===== src/rtl/cau_pkg.sv =====
package cau_pkg;

    typedef enum logic [2:0] {
        MODE_ADD  = 3'd0,
        MODE_SUB  = 3'd1,
        MODE_MUL  = 3'd2,
        MODE_DIV  = 3'd3,
        MODE_MOD  = 3'd4,
        MODE_ARG  = 3'd5,
        MODE_CONJ = 3'd6
    } t_mode;

    typedef enum logic [1:0] {
        ST_OK   = 2'd0,
        ST_DIV0 = 2'd1,
        ST_SAT  = 2'd2
    } t_status;

    // quotient bits of the divider: |num| * 2^16 fits in 48 bits
    localparam int DIV_BITS  = 48;
    localparam int DIV_LAT   = DIV_BITS + 2;
    localparam int SQRT_BITS = 24;
    localparam int SQRT_LAT  = SQRT_BITS + 1;
    localparam int CORDIC_XW = 36;

    localparam logic signed [31:0] PI_Q16 = 32'sd205887;
    localparam logic signed [31:0] PI_Q24 = 32'sd52707179;

    typedef struct packed {
        logic [2:0]         mode;
        logic               den_zero;
        logic               sat;
        logic signed [31:0] re;
        logic signed [31:0] im;
    } t_side;

    // atan(2^-idx) in units of 2^-24 rad
    function automatic logic signed [31:0] atan_q24(input logic [4:0] idx);
        logic signed [31:0] v;
        case (idx)
            5'd0:  v = 32'sd13176795;
            5'd1:  v = 32'sd7778716;
            5'd2:  v = 32'sd4110060;
            5'd3:  v = 32'sd2086331;
            5'd4:  v = 32'sd1047214;
            5'd5:  v = 32'sd524117;
            5'd6:  v = 32'sd262123;
            5'd7:  v = 32'sd131069;
            5'd8:  v = 32'sd65536;
            5'd9:  v = 32'sd32768;
            5'd10: v = 32'sd16384;
            5'd11: v = 32'sd8192;
            5'd12: v = 32'sd4096;
            5'd13: v = 32'sd2048;
            5'd14: v = 32'sd1024;
            5'd15: v = 32'sd512;
            5'd16: v = 32'sd256;
            5'd17: v = 32'sd128;
            5'd18: v = 32'sd64;
            5'd19: v = 32'sd32;
            5'd20: v = 32'sd16;
            5'd21: v = 32'sd8;
            5'd22: v = 32'sd4;
            5'd23: v = 32'sd2;
            5'd24: v = 32'sd1;
            default: v = 32'sd0;
        endcase
        return v;
    endfunction

endpackage


===== src/rtl/cau_cordic.sv =====
module cau_cordic #(
    parameter int STEPS = 16
) (
    input  logic               i_clk,
    input  logic signed [15:0] i_re,
    input  logic signed [15:0] i_im,
    output logic signed [31:0] o_arg
);
    localparam int XW = cau_pkg::CORDIC_XW;

    logic signed [XW-1:0] r_x [STEPS+1];
    logic signed [XW-1:0] r_y [STEPS+1];
    logic signed [31:0]   r_z [STEPS+1];
    logic                 r_axis [STEPS+1];
    logic                 r_left [STEPS+1];

    logic signed [XW-1:0] w_x0, w_y0;
    logic signed [31:0]   w_z0;
    logic signed [XW-1:0] w_xn [STEPS];
    logic signed [XW-1:0] w_yn [STEPS];
    logic signed [31:0]   w_zn [STEPS];
    logic signed [31:0]   w_zr;
    logic signed [31:0]   n_arg;

    // fold the left half-plane onto the right one
    always_comb begin
        w_x0 = {{(XW-32){i_re[15]}}, i_re, 16'b0};
        w_y0 = {{(XW-32){i_im[15]}}, i_im, 16'b0};
        w_z0 = '0;
        if (i_re[15]) begin
            w_z0 = i_im[15] ? -cau_pkg::PI_Q24 : cau_pkg::PI_Q24;
            w_x0 = -w_x0;
            w_y0 = -w_y0;
        end
    end

    always_comb begin
        for (int i = 0; i < STEPS; i++) begin
            if (!r_y[i][XW-1]) begin
                w_xn[i] = r_x[i] + (r_y[i] >>> i);
                w_yn[i] = r_y[i] - (r_x[i] >>> i);
                w_zn[i] = r_z[i] + cau_pkg::atan_q24(5'(i));
            end else begin
                w_xn[i] = r_x[i] - (r_y[i] >>> i);
                w_yn[i] = r_y[i] + (r_x[i] >>> i);
                w_zn[i] = r_z[i] - cau_pkg::atan_q24(5'(i));
            end
        end
    end

    always_ff @(posedge i_clk) begin
        r_x[0]    <= w_x0;
        r_y[0]    <= w_y0;
        r_z[0]    <= w_z0;
        r_axis[0] <= (i_im == 16'sd0);
        r_left[0] <= i_re[15];
        for (int i = 0; i < STEPS; i++) begin
            r_x[i+1]    <= w_xn[i];
            r_y[i+1]    <= w_yn[i];
            r_z[i+1]    <= w_zn[i];
            r_axis[i+1] <= r_axis[i];
            r_left[i+1] <= r_left[i];
        end
    end

    // round half up to Q15.16, clamp to +-pi; real axis is exact
    always_comb begin
        w_zr = (r_z[STEPS] + 32'sd128) >>> 8;
        if (r_axis[STEPS]) begin
            n_arg = r_left[STEPS] ? cau_pkg::PI_Q16 : 32'sd0;
        end else if (w_zr > cau_pkg::PI_Q16) begin
            n_arg = cau_pkg::PI_Q16;
        end else if (w_zr < -cau_pkg::PI_Q16) begin
            n_arg = -cau_pkg::PI_Q16;
        end else begin
            n_arg = w_zr;
        end
    end

    always_ff @(posedge i_clk) begin
        o_arg <= n_arg;
    end

endmodule


===== config.mk =====
export PLATFORM = sky130hd
export DESIGN_NAME = cau_cordic
export DESIGN_NICKNAME = d
export VERILOG_FILES = /design/src/rtl/cau_pkg.sv /design/src/rtl/cau_cordic.sv
export SDC_FILE = /design/constraint.sdc
export NUM_CORES = 2
export LEC_CHECK = 0
export BUFFER_PORTS_ARGS = -buffer_cell sky130_fd_sc_hd__buf_2
export CAP_MARGIN = 30
export CELL_PAD_IN_SITES_DETAIL_PLACEMENT = 1
export CELL_PAD_IN_SITES_GLOBAL_PLACEMENT = 2
export CORE_AREA = 2 2 525 527
export CTS_CLUSTER_SIZE = 24
export DETAILED_ROUTE_END_ITERATION = 7
export DIE_AREA = 0 0 527 529
export GPL_TIMING_DRIVEN = 0
export HOLD_SLACK_MARGIN = 0.03
export PLACE_DENSITY_LB_ADDON = 0.1
export SLEW_MARGIN = 15
export SYNTH_ARGS = -nofsm -noshare
export SYNTH_HDL_FRONTEND = slang
export SYNTH_SLANG_ARGS = --single-unit

===== constraint.sdc =====
create_clock -name i_clk -period 5.09 [get_ports i_clk]
set_input_delay 1.018 -clock i_clk [delete_from_list [all_inputs] [get_ports i_clk]]
set_output_delay 1.018 -clock i_clk [all_outputs]
set_load 0.01 [all_outputs]

==> summary.txt <==
Iter 0 DRT Violations: 3672
Post-DRT Antenna Nets: 0
First-pass DRT Iterations: 5
First-pass GRT wire length: 502 mm
Slowest stage delay, CP: 0.48 ns
Worst setup SP type: register
Top cells by area, synth: dfxtp_1 (28%), ha_1 (16%), xnor2_1 (9.5%)
Worst Path Arrival: 5.51 ns
Dpl cells: 15600
Detailed-route via count: 86100
Max-slew violations: 0
Post-synth top area share: 0.282
DRT Wirelength: 320 mm
CTS Hold Bufs: 0
Global Route Usage Sum: 0.222
Clock slew at reported path FFs: 0.06 ns
Crit path cell chain: buf_8 -> clkbuf_4 -> mux2i_1 -> inv_1 -> fa_1 -> nor2b_1 -> o21ai_0 -> a21boi_1 -> o22ai_1 -> o21ai_1 -> a41oi_1 -> o21ai_2 -> a21oi_2 -> a211oi_2 -> or4_1 -> nand4_1
CP Capture Type: register
Placement Cell Area: 0.106 mm2
Mapped Cells: 11900
Nets: 13500
Final setup fails: 0
CTS root buf: clkbuf_16
Crit Path Category: reg -> reg
Min Tclk post-route: 4.98 ns
Most numerous cell in the Yosys netlist: dfxtp_1
Top-Level Pins: 65
P&R area growth vs syn: 12.3%
Critical Path RT: 5.62 ns
Skew-Pair Late Insertion Delay: 0.88 ns
# rows: 192
Clk sinks: 1416
Number of port buffers: 64
Max Freq: 201 MHz
Setup TNS: 0 ns
Slew margin rel.: 0.367
Worst Clk Skew: 0.0685 ns
Vias per Instance: 5.40
Netlist cell types: 106
Top cell type by total area after synthesis: dfxtp_1
Largest net degree at the start of global routing: 30
Full die area: 0.279 mm2
Hpwl dp: 266 mm
Avg Synthesized Cell Area: 8.44 um2
Worst slew pin tran: 0.948 ns
Die Span X: 527 um
GRT overflow: 0
Post-synth EDFFs: 0
Core area: 0.273 mm2
Max Cap Viol: 0
Drc violations: 0
Post-synth top flop: dfxtp_1
Vias in the first global route: 89500
Clock Tree Buf Depth: 4
CTS tree: built
CP max-delay cell: dfxtp_2
Hold Violations, Final: 0
Post-synthesis sequential element count: 1416
Post-route non-filler standard cell count: 15900
Initial Utilization: 0.368
Top post-synthesis cells by count: dfxtp_1 (1416), ha_1 (1276), nor2_1 (1209)
Share of cells above drive strength 1: 0.0647
Ys async rst share: 0
Post-route cell area: 0.113 mm2
WHS: 0.303 ns
Ys Warns: 0
Final GP Congestion: 0.874
Crit Path Max Fanout: 25
HP Class: in -> reg
WL/cell: 20.1 um
Period utilization: 0.978
Initial antenna violation count: 9
Sequential fraction of the synthesis area: 0.282
Die height: 529 um
Outcome: finished clean
CTS HTree Levels: 4
CTS Buf Count: 173
Synth Cell Area: 0.101 mm2
## critical path: cells and delay by family, from the launching register on
family                   cells  cell delay, ns
buffers and inverters        3            0.73
AND/OR/NAND/NOR              3            0.63
multiplexers                 1            0.38
flip-flops                   1            0.48
AO/OA/AOI/OAI                8            1.98
adder cells (fa/ha/maj)      1            0.45
## registers in the layout, indices dropped and copies added (netlist names)
register	cells
r_z	452
o_arg	24
r_left	16
r_x	449
r_y	458
r_axis	17
## kinds of logic after synthesis
kind of cell             count (synthesis)  share of synthesized area
AO/OA/AOI/OAI                         3344                      0.211
XOR/XNOR                              1683                      0.147
adder cells (fa/ha/maj)               1315                      0.166
multiplexers                            69                    0.00741
buffers and inverters                  750                     0.0284
AND/OR/NAND/NOR                       3330                      0.158
other                                    1                  0.0000373
flip-flops                            1416                      0.282
## through the flow
stage	worst slack, ns	util
3_3_place_gp	-1.53	0.386
5_1_grt	-0.0347	0.413
6_report	0.111	0.414
4_1_cts	0.00295	0.410
3_5_place_dp	-1.25	0.387
2_1_floorplan	0.327	-
## final timing paths
check	slack [ns]	cells after the start	end	from
worst max-delay path	0.11	16	r_x[0][394]	r_y[0][359]
worst min-delay path	0.30	1	r_x[0][16]	i_re[0]
worst max register to register	0.11	16	r_x[0][394]	r_y[0][359]
worst min register to register	0.32	0	r_axis[0][3]	r_axis[0][2]
## layout by cell type (no fill, tap or decap), drive strengths merged, types with 26 or more instances in the layout
cell type and count:
mux2i 26, buf 148, o21bai 142, o21a 189, a31oi 130, o41ai 38, nand2b 168, and2 81
a21boi 63, a21oi 1177, o211ai 49, or2 47, inv 576, nor4 107, nor2 1209, o31ai 50
nand2 573, ha 1276, a211o 26, dfxtp 1416, fa 38, nor2b 164, o31a 30, a211oi 111
o21ai 596, or4 31, and3 131, clkbuf 377, a21o 474, nand3 195, xor2 598, clkinv 43
xnor2 1085, nor3 373, mux2 43, a2111oi 31, nand4 66, or3 99
## per-layer routing
layer | track usage | wire, um
met5 | 0 | 0
met4 | 0.0511 | 7050
met3 | 0.0193 | 7670
met2 | 0.399 | 155000
met1 | 0.286 | 150000
## cell type report
cell class | instances | area [um2]
fill | 32100 | 160000
inverter | 565 | 2130
timing repair buffer | 117 | 801
buffer | 174 | 748
clock inverter | 78 | 805
antenna | 4 | 10.0
sequential | 1416 | 28400
multi-input combinational | 9745 | 70600
clock buffer | 234 | 4890
tap | 3589 | 4490
## what timing repair did
action                                  CTS  global route
gates resized for setup                 125           190
buffers inserted                         12            24
pin swaps                                 8            38
endpoints found under the setup margin  216           107
Power is not shown: default switching activity piles up to over one toggle a cycle in this logic, so the estimate is an artifact.
